`config.mk`:
```
export PLATFORM = sky130hd
export DESIGN_NAME = sot_ram
export DESIGN_NICKNAME = d
export VERILOG_FILES = /design/src/rtl/sot_ram.sv
export SDC_FILE = /design/constraint.sdc
export NUM_CORES = 1
export LEC_CHECK = 0
export ABC_AREA = 1
export BUFFER_PORTS_ARGS = -buffer_cell sky130_fd_sc_hd__buf_2
export CORE_MARGIN = 10
export CORE_UTILIZATION = 62
export DETAILED_ROUTE_END_ITERATION = 10
export MAX_ROUTING_LAYER = met4
export PLACE_DENSITY = 0.79
export SLEW_MARGIN = 20
export SYNTH_ARGS = -nofsm -noshare
export SYNTH_HDL_FRONTEND = slang
export SYNTH_SLANG_ARGS = --single-unit
export TNS_END_PERCENT = 20
```
`constraint.sdc`:
```
create_clock -name clk -period 1.6 [get_ports clk]
set_clock_uncertainty 0.15 [all_clocks]
set_input_delay 0.16 -clock clk [delete_from_list [all_inputs] [get_ports clk]]
set_output_delay 0.16 -clock clk [all_outputs]
set_load 0.02 [all_outputs]
```
`src/rtl/sot_ram.sv`:
```
module sot_ram #(
  parameter int WIDTH = 8,
  parameter int DEPTH = 32
) (
  input  logic                                 clk,
  input  logic                                 wr_en,
  input  logic [(DEPTH > 1 ? $clog2(DEPTH) : 1)-1:0] wr_addr,
  input  logic [WIDTH-1:0]                     wr_data,
  input  logic [(DEPTH > 1 ? $clog2(DEPTH) : 1)-1:0] rd_addr,
  output logic [WIDTH-1:0]                     rd_data
);

  logic [WIDTH-1:0] mem_r [DEPTH];
  logic [WIDTH-1:0] rd_data_r;

  // One write port and one registered read port.
  always_ff @(posedge clk) begin
    if (wr_en) begin
      mem_r[wr_addr] <= wr_data;
    end
    rd_data_r <= mem_r[rd_addr];
  end

  assign rd_data = rd_data_r;

endmodule

```
==> flow_metrics.tcl <==
set metrics [dict create \
    antenna_cells 0 \
    drc 0 \
    crit_required_ns 1.29 \
    r2r_cells 8 \
    drv_cap 0 \
    hold_class "input pin to register" \
    cts_root_buf "clkbuf_16" \
    switching_share_pct 21.4 \
    worst-path-buf-inv 1 \
    synth_top_family_by_area "simple AND/OR/NAND/NOR gates" \
    port_buffers 27 \
    clockBufferDepth 3 \
    worst-path-stages 1 \
    coreArea_um2 17200 \
    synth_nets 942 \
    antenna_found_initial 0 \
    path_delay_family "flip-flops" \
    dieArea_um2 23100 \
    critPathArrivalTime_ns 1.14 \
    setup.worst_path.start_class "register" \
    grt-ovfl-total 0 \
    yosysSeqAreaShare_pct 72.8 \
    synthSimpleGateAreaFrac_pct 23.1 \
    cpPeakStageDelay_ns 0.42 \
    ant_nets 0 \
    cell_internal_pwr_mw 11.5 \
    fp.dieW_um 152 \
    finalWirelength_um 24100 \
    die_y_um 152 \
    max_freq_mhz 691 \
    slew-limit-headroom_pct 56.7 \
    seqPwrFrac_pct 52.7 \
    gp_congestion 0.907 \
    yosys.area_share.adder_pct 0 \
    rsz0062_at_grt "false" \
    insertion_delay_ns 0.52 \
    nNetsFinal 1003 \
    area_delta_synth_final_pct 13.3 \
    ir_drop_uv 1180 \
    path_class "register to primary output" \
    drive_above_1_share_pct 12.1 \
    numCtsBuffers 26 \
    syn_inst 922 \
    power.total_mw 14.7 \
    dr.pass1.iters 6 \
    powerDensity_nw_per_um2 1200 \
    layout_setup_ws_ns 0.153 \
    io_pins 28 \
    critPathCaptureType "primary output" \
    fin_setup_tns_ns 0 \
    period_share_pct 90.4 \
    cts_tree "built" \
    cts_resized 0 \
    vias 7088 \
    synth.area.mux_share_pct 0 \
    worstSetupEndpoint "rd_data[1]" \
    grt_pass1_wl_um 38400 \
    finalHoldViolCount 0 \
    power_frac_comb_pct 6.6 \
    place_ws_ns -0.0376 \
    synth_xor_area_share_pct 0 \
    crit_path_cell_trace "buf_2" \
    via_per_inst 5.78 \
    final_cells 1227 \
    postCtsSetupBuffers 0 \
    cts_sinks 264 \
    initial_core_util_pct 62.8 \
    place_inst 1179 \
    r2r-end "rd_data[0]" \
    path_max_fanout 1 \
    clockPowerShare_pct 40.7 \
    grt_usage_pct 21.2 \
    synth_cell_types 12 \
    synth_seq_cells 264 \
    power_switching_mw 3.14 \
    finalSetupViolations 0 \
    syn_area_per_cell_um2 11.7 \
    grt_max_degree 43 \
    slew_violations 0 \
    cp_slowest_cell "dfxtp_1" \
    rows 48 \
    drt_iter0_markers 715 \
    timing.rr.start "mem_r[1][0]" \
    netlist_area_um2 10800 \
    crit_start "rd_data[1]" \
    tightest_slew_ns 0.649 \
    final_util_pct 71.2 \
    status "finished clean" \
    place_area_um2 11400 \
    final.min_clock_period_ns 1.45 \
    hpwl_um 14600 \
    cts.clk_slew.worst_paths_ns 0.06 \
    synth-compound-area-share_pct 0 \
    grt_pass1_vias 7077 \
    yosys_warnings 0 \
    post-route-cell-area_um2 12200 \
    h-tree-depth 1 \
    p_leak_nw 4.64 \
    wl_per_cell_um 19.6 \
    worst-r2r-setup-slack_ns 0.28 \
    whs_ns 0.0346 \
]
layout by cell type, fill, tap and decap left out:
cell type      count
nand2_1          360
edfxtp_1         256
nand3_1          204
buf_4             46
nor2_1            32
clkbuf_16         27
buf_2             26
buf_12            12
inv_1              8
dfxtp_1            8
clkinv_1           6
clkbuf_1           6
clkinv_2           5
bufinv_16          3
inv_2              1
clkinvlp_4         1
dlygate4sd3_1      1
routing by layer:
metal  routed length, um  track usage, %
met1                9150            26.6
met2               12000            34.6
met3                2050            3.13
met4                 822            7.38
met5                   0               -
synthesized netlist by cell type (all sizes together):
master	n	area (um2)
dfxtp	8	160
inv	10	37.5
nand3	204	1020
clkbuf	7	26.3
edfxtp	256	7690
nor2	32	120
nand2	360	1350
buf	45	383
kinds of logic (layout without fill, tap and decap cells):
| logic type | Yosys count | count (layout) |
|---|---|---|
| flip-flops | 264 | 264 |
| buffers and inverters | 62 | 142 |
| AND/OR/NAND/NOR | 596 | 596 |
registers in the layout (all words and copies together) (netlist names):
name     flops
mem_r      256
rd_data      8
power by group through the flow:
stage	registers, mW	logic (mW)	clock network [mW]
detailed placement	7.87	0.959	0
finish	7.72	0.973	5.97
global route	7.72	1.08	6.32
floorplan	7.89	0.554	0
CTS	7.72	0.971	6.05
global placement	7.86	0.940	0
area by class of cell:
| type | count | area, um2 |
|---|---|---|
| multi-input cells | 596 | 2490 |
| fillers | 1162 | 4950 |
| clock buffers | 33 | 698 |
| flip-flops and latches | 264 | 7850 |
| well taps | 225 | 282 |
| inverters | 10 | 38.8 |
| clock inverters | 14 | 140 |
| repair buffers | 85 | 726 |
repair_timing:
| action | CTS | global route |
|---|---|---|
| endpoints found under the setup margin | 0 | 0 |
| hold buffers | 1 | 0 |
| hold endpoints to repair | 8 | 0 |
how the worst min path moves through the flow:
stage / slack (ns) / startpoint / depth (start not counted) / to
global route: 0.04 / wr_data[2] / 1 / mem_r[20][2]
CTS: 0.02 / wr_data[2] / 1 / mem_r[10][2]
finish: 0.03 / wr_data[2] / 1 / mem_r[20][2]
global placement: 0.35 / rd_addr[4] / 3 / rd_data[7]
detailed placement: 0.35 / rd_addr[4] / 3 / rd_data[0]
floorplan: 0.11 / wr_data[0] / 0 / mem_r[0][0]
Power figures use the tool's default switching activity.
