==> src/rtl/sot_pkg.sv <==
package sot_pkg;

  // Default configuration of the table.
  localparam int MAX_SPHERES_DEF = 32;
  localparam int COORD_BITS_DEF  = 20;

  // Fixed field widths.
  localparam int RAD_W  = 19;
  localparam int TOL_W  = 16;
  localparam int STAT_W = 3;

  // Shared multiplier: one 32 by 32 product per cycle.
  localparam int MUL_W  = 32;
  localparam int PROD_W = 2 * MUL_W;

  // Configuration port.
  localparam int ADDR_W = 3;
  localparam int DATA_W = 32;

  // Register indexes, taken from paddr[2].
  localparam logic REG_CENTER_TOL = 1'b0;
  localparam logic REG_RADIUS_TOL = 1'b1;

  // Result status codes.
  localparam logic [STAT_W-1:0] ST_INSERTED = 3'd0;
  localparam logic [STAT_W-1:0] ST_DUP      = 3'd1;
  localparam logic [STAT_W-1:0] ST_FULL     = 3'd2;
  localparam logic [STAT_W-1:0] ST_HIT      = 3'd3;
  localparam logic [STAT_W-1:0] ST_NOHIT    = 3'd4;

  // Tolerance registers as seen by the sequencer.
  typedef struct packed {
    logic [TOL_W-1:0] center_rel_tol;
    logic [RAD_W-1:0] radius_abs_tol;
  } sot_cfg_t;

endpackage

==> src/rtl/sot_mul.sv <==
module sot_mul (
  input  logic                      clk,
  input  logic [sot_pkg::MUL_W-1:0] a,
  input  logic [sot_pkg::MUL_W-1:0] b,
  output logic [sot_pkg::PROD_W-1:0] prod
);

  import sot_pkg::*;

  logic [PROD_W-1:0] prod_r;

  // The product is registered before anything uses it.
  always_ff @(posedge clk) begin
    prod_r <= PROD_W'(a) * PROD_W'(b);
  end

  assign prod = prod_r;

endmodule

==> config.mk <==
export PLATFORM = sky130hd
export DESIGN_NAME = sot_mul
export DESIGN_NICKNAME = d
export VERILOG_FILES = /design/src/rtl/sot_pkg.sv /design/src/rtl/sot_mul.sv
export SDC_FILE = /design/constraint.sdc
export NUM_CORES = 2
export LEC_CHECK = 0
export ABC_AREA = 0
export CAP_MARGIN = 20
export CORE_UTILIZATION = 54
export DETAILED_ROUTE_END_ITERATION = 8
export DONT_BUFFER_PORTS = 1
export PLACE_DENSITY = 0.69
export SYNTH_ARGS = -nofsm -noshare
export SYNTH_HDL_FRONTEND = slang
export SYNTH_SLANG_ARGS = --single-unit
export TNS_END_PERCENT = 30
==> constraint.sdc <==
create_clock -name clk -period 27.9 [get_ports clk]
set_input_delay 6.975 -clock clk [delete_from_list [all_inputs] [get_ports clk]]
set_output_delay 6.975 -clock clk [all_outputs]
set_load 0.02 [all_outputs]
==> flow_summary_export.csv <==
group,metric,value,unit
cells_and_area,drive_above_1_share,0.009312,
floorplanning,die_h,255.4,um
floorplanning,initial_core_util,0.5477,
timing,hold_viol_final,0,
cts,clock_sinks,64,
global_routing,grt_start_max_net_pins,33,
min_path,hp-class,"in -> reg",
floorplanning,dieArea,65230,um2
cells_and_area,layout.area.seq,1281,um2
routing,wire_per_inst,20.41,um
timing,fin_crit,13.96,ns
timing,relSlewSlack,0.4156,
logic_synthesis,synth_fp_nets,4972,
floorplanning,row_count,92,
logic_synthesis,synth_top_area_share,0.5173,
timing,setup_tns,0,ns
worst_setup_path,cpMaxStageDelayCell,"fa_1",
cells_and_area,largest_register_ffs,64,
place,gp_congestion,0.8936,
cts,clockBufferDepth,2,
cells_and_area,final_common_cell,"fa_1",
cells_and_area,layout_common_cells,"fa_1, inv_1, and2_1",
timing,setup_viol,0,
logic_synthesis,syn_area_per_cell,9.252,um2
logic_synthesis,synth_cells,3748,
place,place_hpwl,71580,um
logic_synthesis,synth_edf_count,0,
place,port_buffers,0,
routing,ant_nets,0,
logic_synthesis,yosysUniqueCellTypes,57,
worst_setup_path,end_kind,"flop",
logic_synthesis,yosys_warnings,0,
flow_run,drv_cap,0,
cts,post_cts_resized,0,
timing,fin_crit_sh,0.5004,
cts,cts_buffers,9,
cts,clk_pin_slew,0.06,ns
routing,vias,24210,
cells_and_area,syn_to_final_growth,1.617,%
global_routing,grt_overflow,0,
cts,cts_root_buf,"clkbuf_16",
cells_and_area,multi_input_area,29310,um2
global_routing,grt_pass1_wl,146300,um
cts,cts_setup_buffers,0,
worst_setup_path,cp-start-kind,"primary input",
worst_setup_path,arrival,14.24,ns
worst_setup_path,worstPathRequired,28.17,ns
timing,final-max-slew-violation-count,0,
min_path,min_to,"prod[0]",
cts,cts_tree,"yes",
logic_synthesis,yosys_most_used_dff,"dfxtp_1",
cts,ctsHoldBuffers,0,
logic_synthesis,synth_area_leader_cell,"fa_1",
logic_synthesis,netlist_area,34680,um2
logic_synthesis,ys_ff_latch,64,
routing,drcViolationCount,0,
worst_setup_path,cpMostUsedCell,"fa_1",
timing,clock.fmax,71.62,MHz
routing,drtPass1Iterations,5,
logic_synthesis,synth_seq_area_share,0.03695,
cells_and_area,nFillCells,5720,
global_routing,grt_pass1_vias,27063,
min_path,min-delay-start,"b[0]",
worst_setup_path,worstSetupPathType,"in -> reg",
routing,via_per_inst,5.511,
worst_setup_path,crit_chain,"and2_1, fa_1, inv_1, fa_1, inv_1, fa_1, inv_1, fa_1, inv_1, fa_1, fa_1, fa_1, fa_1, ha_1, nand4_1, or4_1, or3_1, a31oi_1, a31o_2, a211oi_1, o21ai_1, xor2_1",
worst_setup_path,cp_max_fo,33,
cells_and_area,nets,4763,
floorplanning,core_area,63310,um2
min_path,holdPathStages,1,
logic_synthesis,synthArstFlopShare,0,
global_routing,grt_antenna_before_repair,1,
routing,wl,89670,um
floorplanning,die_w,255.4,um
cts,cts.htree.levels,3,
timing,tightest_slew,0.8707,ns
floorplanning,io_pins,129,
timing,rsz0062_at_grt,"no",
global_routing,grt_usage,0.2887,
routing,drt-initial-drc-count,1391,
logic_synthesis,netlist_top_cells_area,"fa_1, and2_1, ha_1",
run_status,status,"complete, no violations",
worst_setup_path,critPathMaxStageDelay,0.55,ns
cell families (layout without fill, tap and decap cells):
kind of cell / count (synthesis) / count (layout) / share of synthesized area
flip-flops: 64 / 64 / 0.03695
buffers and inverters: 1085 / 881 / 0.1177
AND/OR/NAND/NOR: 1177 / 1177 / 0.1762
XOR/XNOR: 60 / 60 / 0.01515
AO/OA/AOI/OAI: 202 / 202 / 0.04153
other: 0 / 3 / 0
multiplexers: 1 / 1 / 0.0002887
adder cells (fa/ha/maj): 1159 / 1159 / 0.6122
synth_stat cells (all sizes together) (2+ instances only):
cell type	number
a211oi	3
a21boi	3
a21o	40
a21oi	66
a221o	4
a221oi	4
a311oi	2
a31oi	12
and2	602
and3	14
and3b	2
and4	3
buf	7
clkbuf	213
dfxtp	64
fa	896
ha	263
inv	865
nand2	480
nand2b	2
nand3	10
nand4	23
nor2	20
nor2b	2
nor3	7
o211ai	2
o21a	9
o21ai	26
o21bai	11
o221a	2
o221ai	3
o31ai	5
or2	3
or3	3
or4	3
xnor2	35
xor2	25
how the worst max path moves through the flow:
stage | endpoint | slack (ns) | from | cells after the start
2_1_floorplan | prod[62] | 14.17 | a[25] | 25
3_3_place_gp | prod[62] | 13.73 | a[10] | 22
3_5_place_dp | prod[62] | 13.67 | a[10] | 22
4_1_cts | prod[62] | 14.01 | a[10] | 22
5_1_grt | prod[62] | 13.65 | a[26] | 22
6_report | prod[62] | 13.94 | a[10] | 22
area by class of cell:
cell class,count,area share
Clock buffer,9,0.006392
Tap cell,846,0.03004
Antenna cell,3,0.0002131
Multi-Input combinational cell,2599,0.8319
Sequential cell,64,0.03636
Inverter,865,0.09215
Clock inverter,7,0.002912
worst max-delay path: cells and delay by family:
kind,cells,cell delay [ns]
adder cells (fa/ha/maj),9,4.51
AND/OR/NAND/NOR,4,1.25
AO/OA/AOI/OAI,4,1.13
buffers and inverters,4,0.21
XOR/XNOR,1,0.14
metal layers:
metal / up-vias / share of wire / wire, um / track usage
met5: - / 0 / 0 / 0
met2: 858 / 0.53 / 47630 / 0.5229
met1: 12657 / 0.37 / 32840 / 0.3417
met4: 0 / 0.056 / 5010 / 0.1365
met3: 274 / 0.047 / 4191 / 0.03115
li1: 10421 / - / - / -
per-stage QoR:
step	hold WS [ns]	cells	util	instance area (um2)	setup slack (ns)
floorplan	7.102	3748	-	34680	14.17
global placement	7.126	4374	0.5513	34900	13.73
detailed placement	7.124	4374	0.5513	34900	13.67
CTS	6.776	4390	0.5564	35230	14.01
global route	6.770	4390	0.5564	35230	13.65
finish	6.782	4393	0.5566	35240	13.94
Power is left out: the tool's default activity adds up to more than one toggle a clock period on the data nets, which glitch-free logic cannot reach.
