File: src/rtl/sot_pkg.sv
package sot_pkg;

  // Default configuration of the table.
  localparam int MAX_SPHERES_DEF = 32;
  localparam int COORD_BITS_DEF  = 20;

  // Fixed field widths.
  localparam int RAD_W  = 19;
  localparam int TOL_W  = 16;
  localparam int STAT_W = 3;

  // Shared multiplier: one 32 by 32 product per cycle.
  localparam int MUL_W  = 32;
  localparam int PROD_W = 2 * MUL_W;

  // Configuration port.
  localparam int ADDR_W = 3;
  localparam int DATA_W = 32;

  // Register indexes, taken from paddr[2].
  localparam logic REG_CENTER_TOL = 1'b0;
  localparam logic REG_RADIUS_TOL = 1'b1;

  // Result status codes.
  localparam logic [STAT_W-1:0] ST_INSERTED = 3'd0;
  localparam logic [STAT_W-1:0] ST_DUP      = 3'd1;
  localparam logic [STAT_W-1:0] ST_FULL     = 3'd2;
  localparam logic [STAT_W-1:0] ST_HIT      = 3'd3;
  localparam logic [STAT_W-1:0] ST_NOHIT    = 3'd4;

  // Tolerance registers as seen by the sequencer.
  typedef struct packed {
    logic [TOL_W-1:0] center_rel_tol;
    logic [RAD_W-1:0] radius_abs_tol;
  } sot_cfg_t;

endpackage

File: src/rtl/sot_cfg.sv
module sot_cfg (
  input  logic                       clk,
  input  logic                       rst_n,
  input  logic                       psel,
  input  logic                       penable,
  input  logic                       pwrite,
  input  logic [sot_pkg::ADDR_W-1:0] paddr,
  input  logic [sot_pkg::DATA_W-1:0] pwdata,
  output logic [sot_pkg::DATA_W-1:0] prdata,
  output logic                       pready,
  output sot_pkg::sot_cfg_t          cfg
);

  import sot_pkg::*;

  logic [TOL_W-1:0] center_rel_tol_r, center_rel_tol_nxt;
  logic [RAD_W-1:0] radius_abs_tol_r, radius_abs_tol_nxt;
  logic             wr_req;

  assign pready = 1'b1;
  assign wr_req = psel & penable & pwrite;

  // Write decode; the low address bits select nothing.
  always_comb begin
    center_rel_tol_nxt = center_rel_tol_r;
    radius_abs_tol_nxt = radius_abs_tol_r;
    if (wr_req) begin
      unique case (paddr[2])
        REG_CENTER_TOL: center_rel_tol_nxt = pwdata[TOL_W-1:0];
        REG_RADIUS_TOL: radius_abs_tol_nxt = pwdata[RAD_W-1:0];
        default: ;
      endcase
    end
  end

  always_ff @(posedge clk) begin
    if (!rst_n) begin
      center_rel_tol_r <= TOL_W'(1);
      radius_abs_tol_r <= RAD_W'(1);
    end else begin
      center_rel_tol_r <= center_rel_tol_nxt;
      radius_abs_tol_r <= radius_abs_tol_nxt;
    end
  end

  // Read decode.
  always_comb begin
    unique case (paddr[2])
      REG_CENTER_TOL: prdata = DATA_W'(center_rel_tol_r);
      REG_RADIUS_TOL: prdata = DATA_W'(radius_abs_tol_r);
      default:        prdata = '0;
    endcase
  end

  assign cfg.center_rel_tol = center_rel_tol_r;
  assign cfg.radius_abs_tol = radius_abs_tol_r;

endmodule

File: config.mk
export PLATFORM = sky130hd
export DESIGN_NAME = sot_cfg
export DESIGN_NICKNAME = d
export VERILOG_FILES = /design/src/rtl/sot_pkg.sv /design/src/rtl/sot_cfg.sv
export SDC_FILE = /design/constraint.sdc
export NUM_CORES = 1
export LEC_CHECK = 0
export BUFFER_PORTS_ARGS = -buffer_cell sky130_fd_sc_hd__buf_2
export CAP_MARGIN = 20
export CORE_AREA = 2 2 73 75
export CTS_BUF_LIST = sky130_fd_sc_hd__clkbuf_4 sky130_fd_sc_hd__clkbuf_8 sky130_fd_sc_hd__clkbuf_16
export CTS_CLUSTER_SIZE = 14
export DETAILED_ROUTE_END_ITERATION = 12
export DIE_AREA = 0 0 75 77
export GPL_TIMING_DRIVEN = 0
export PLACE_DENSITY = 0.66
export SYNTH_ARGS = -nofsm -noshare
export SYNTH_HDL_FRONTEND = slang
export SYNTH_SLANG_ARGS = --single-unit
File: constraint.sdc
create_clock -name clk -period 1.06 [get_ports clk]
set_input_delay 0.106 -clock clk [delete_from_list [all_inputs] [get_ports clk]]
set_output_delay 0.106 -clock clk [all_outputs]
set_load 0.05 [all_outputs]
==> summary.md <==
| Metric | Value |
|---|---|
| Status | `finished with violations` |
| Failing checks | `setup timing` |
| Ant diodes | `0` |
| I/O Buffers | `77` |
| Total number of vias | `around 1500` |
| Post-synthesis cell count | `about 170` |
| Fin nets | `between 300 and 400` |
| Leakage | `0.001533 µW` |
| Reg area | `around 740 µm²` |
| Combinational power share | `0.217` |
| Number of fill cells | `between 400 and 500` |
| Arr. time, crit path | `roughly 1000 ps` |
| Tmin final | `roughly 1100 ps` |
| Maximum clock insertion buffer count | `2` |
| Clock Tree Root | `clkbuf_8` |
| Vias in the first global route | `roughly 1600` |
| Min setup slack post-route | `-81.85 ps` |
| Switching pwr | `901.0 µW` |
| Sw Share | `0.3015` |
| WL met3 | `around 260 µm` |
| Initial antenna violation count | `0` |
| Clock network power share | `0.326` |
| Setup TNS | `-1187 ps` |
| WL/cell | `~13 µm` |
| Gr ovfl total | `0` |
| DP Worst Slack | `-271.2 ps` |
| Required @ worst endpoint | `950 ps` |
| Avg Inst Size Synth | `between 9 and 10 µm²` |
| Core Box Area | `0.004977 mm²` |
| Peak VDD IR | `between 500 and 600 µV` |
| Total CTS buffers | `5` |
| Sequential fraction of the synthesis area | `0.4185` |
| Share of layout cells above drive strength 1 | `0.6259` |
| Dpl hpwl | `3029 µm` |
| Total Routed Length | `roughly 4500 µm` |
| Register clock-pin slew on the reported worst setup and hold paths | `70 ps` |
| Area delta synth->final | `60.24%` |
| Total power | `2988 µW` |
| Die height | `77 µm` |
| Gr usage total | `0.1634` |
| Yosys cell types | `13` |
| Crit share post-route | `1.077` |
| Rows | `26` |
| Yosys reg bits | `35` |
| Multi-input logic area | `roughly 860 µm²` |
| Internal | `approximately 2100 µW` |
| Worst setup SP type | `flip-flop` |
| Detailed-router iteration count before antenna repair | `4` |
| Synth Warn # | `0` |
| IO Pins | `108` |
| Starting Density | `0.3363` |
| Top sig layer | `met4` |
| Cell accounting for the most synthesized area | `dfxtp_1` |
| DRT iter0 DRCs | `45` |
| Worst setup path category | `reg2out` |
| CTS tree | `yes` |
| Seq pwr share | `0.457` |
| Global-route wire length before repair | `between 7000 and 8000 µm` |
| Routed length on met2 | `~2400 µm` |
| Clock Skews | `0 ps` |
| Final setup vio count | `16` |
| R2R Path Start | `center_rel_tol_r[0]` |
| DR vias/cell | `roughly 4.3` |
| Die area | `~0.0058 mm²` |
| CTS sink cnt | `35` |
| Pin count of the biggest net entering global routing | `13` |
| Fmax | `just under 0.9 GHz` |
| Clock Latency Late Sink | `280 ps` |
| Synth top area cells | `dfxtp_1 42%, mux2i_1 21%, nand2_1 11%` |
| Final Max Slew Viols | `0` |
| Placed Area | `approximately 0.0022 mm²` |
| Final Hold Fails | `0` |
| Hold Crit Class | `in2reg` |
| Synthesized area | `~0.0017 mm²` |
| Die W | `roughly 75 µm` |
| Share of the synthesized area in the top cell type | `0.4185` |
| Htree depth | `2` |
| Final Hold Slack | `about 54 ps` |
| GP Congestion | `between 0.6 and 0.7` |
| CP Capture Type | `output pin` |
| # DRC | `0` |
| Maxcap violations | `0` |
| Final instance area | `about 0.0027 mm²` |
| P per Cell Area | `about 1100 mW/mm²` |
| RSZ-0062 raised after global routing | `true` |
| Crit path from | `center_rel_tol_r[0]` |
| Hold Startpoint | `pwdata[17]` |
| Crit Path Max Fanout | `2` |
| Hold buffers post-CTS | `0` |
| Wl on met1 | `between 1500 and 2000 µm` |
| Post-route ant nets | `0` |
==> state kept, by name, indices dropped and copies added (netlist names) <==
signal and cells:
center_rel_tol_r 16, radius_abs_tol_r 19
==> final timing paths <==
| check | end | slack [ps] | cells past startpoint |
|---|---|---|---|
| min reg2reg | radius_abs_tol_r[17] | 460 | 2 |
| max reg2reg | center_rel_tol_r[0] | 200 | 4 |
| max | prdata[0] | -80 | 2 |
| min | radius_abs_tol_r[17] | 50 | 3 |
==> cell families (layout without fill, tap and decap cells) <==
| group | Yosys count | after routing | share of synthesized area |
|---|---|---|---|
| DFF | 35 | 35 | 0.4185 |
| other | 2 | 14 | 0.004486 |
| and+or+nand+nor | 59 | 59 | 0.1457 |
| muxes | 51 | 51 | 0.3169 |
| buffers and inverters | 26 | 127 | 0.1143 |
==> layout by cell type, fill, tap and decap left out, drive strengths merged <==
| cell type | synthesis | layout |
|---|---|---|
| and2 | 3 | 3 |
| buf | 25 | 118 |
| clkbuf | 1 | 8 |
| clkinv | 0 | 1 |
| conb | 2 | 14 |
| dfxtp | 35 | 35 |
| mux2 | 16 | 16 |
| mux2i | 35 | 35 |
| nand2 | 51 | 51 |
| nand4 | 1 | 1 |
| nand4b | 1 | 1 |
| nor2b | 3 | 3 |
==> layer usage <==
layer  GRT usage  vias up
li1            -      761
met1      0.1952      711
met2      0.2702       48
met3     0.05125        5
met4     0.05714        0
met5           0        -
==> synthesized netlist by cell type, drive strengths merged <==
master,number
nand2,51
dfxtp,35
mux2i,35
buf,25
mux2,16
and2,3
nor2b,3
conb,2
clkbuf,1
nand4,1
nand4b,1
==> worst max-delay path, stage by stage, from the launching register on <==
cell and delay [ps]:
dfxtp_2 330, mux2_4 280, buf_8 150
==> final cells by class <==
class / instances / area share
multi-input cells: 124 / 0.3223
flip-flops and latches: 35 / 0.2771
repair buffers: 94 / 0.2654
plain buffers: 25 / 0.06950
well taps: 70 / 0.03265
clock buffers: 7 / 0.03125
clock inverters: 1 / 0.001866
==> power by group through the flow <==
stage	clock, µW	combinational (µW)	sequential [µW]
after floorplan	0	352	1500
after global placement	0	575	1400
after detailed placement	0	577	1400
after CTS	1010	648	1370
after global routing	1060	684	1370
final	974	648	1370
==> repair_timing <==
action | 4_1_cts | 5_1_grt
endpoints found under the setup margin | 19 | 18
buffers inserted | 17 | 0
gates resized for setup | 71 | 3
==> per-stage QoR <==
step / util / std cells
after floorplan: - / 185
after global placement: 0.4497 / 332
after detailed placement: 0.4497 / 332
after CTS: 0.5367 / 356
after global routing: 0.5390 / 356
final: 0.5390 / 356
No activity file was read; power rests on OpenSTA's default activity.
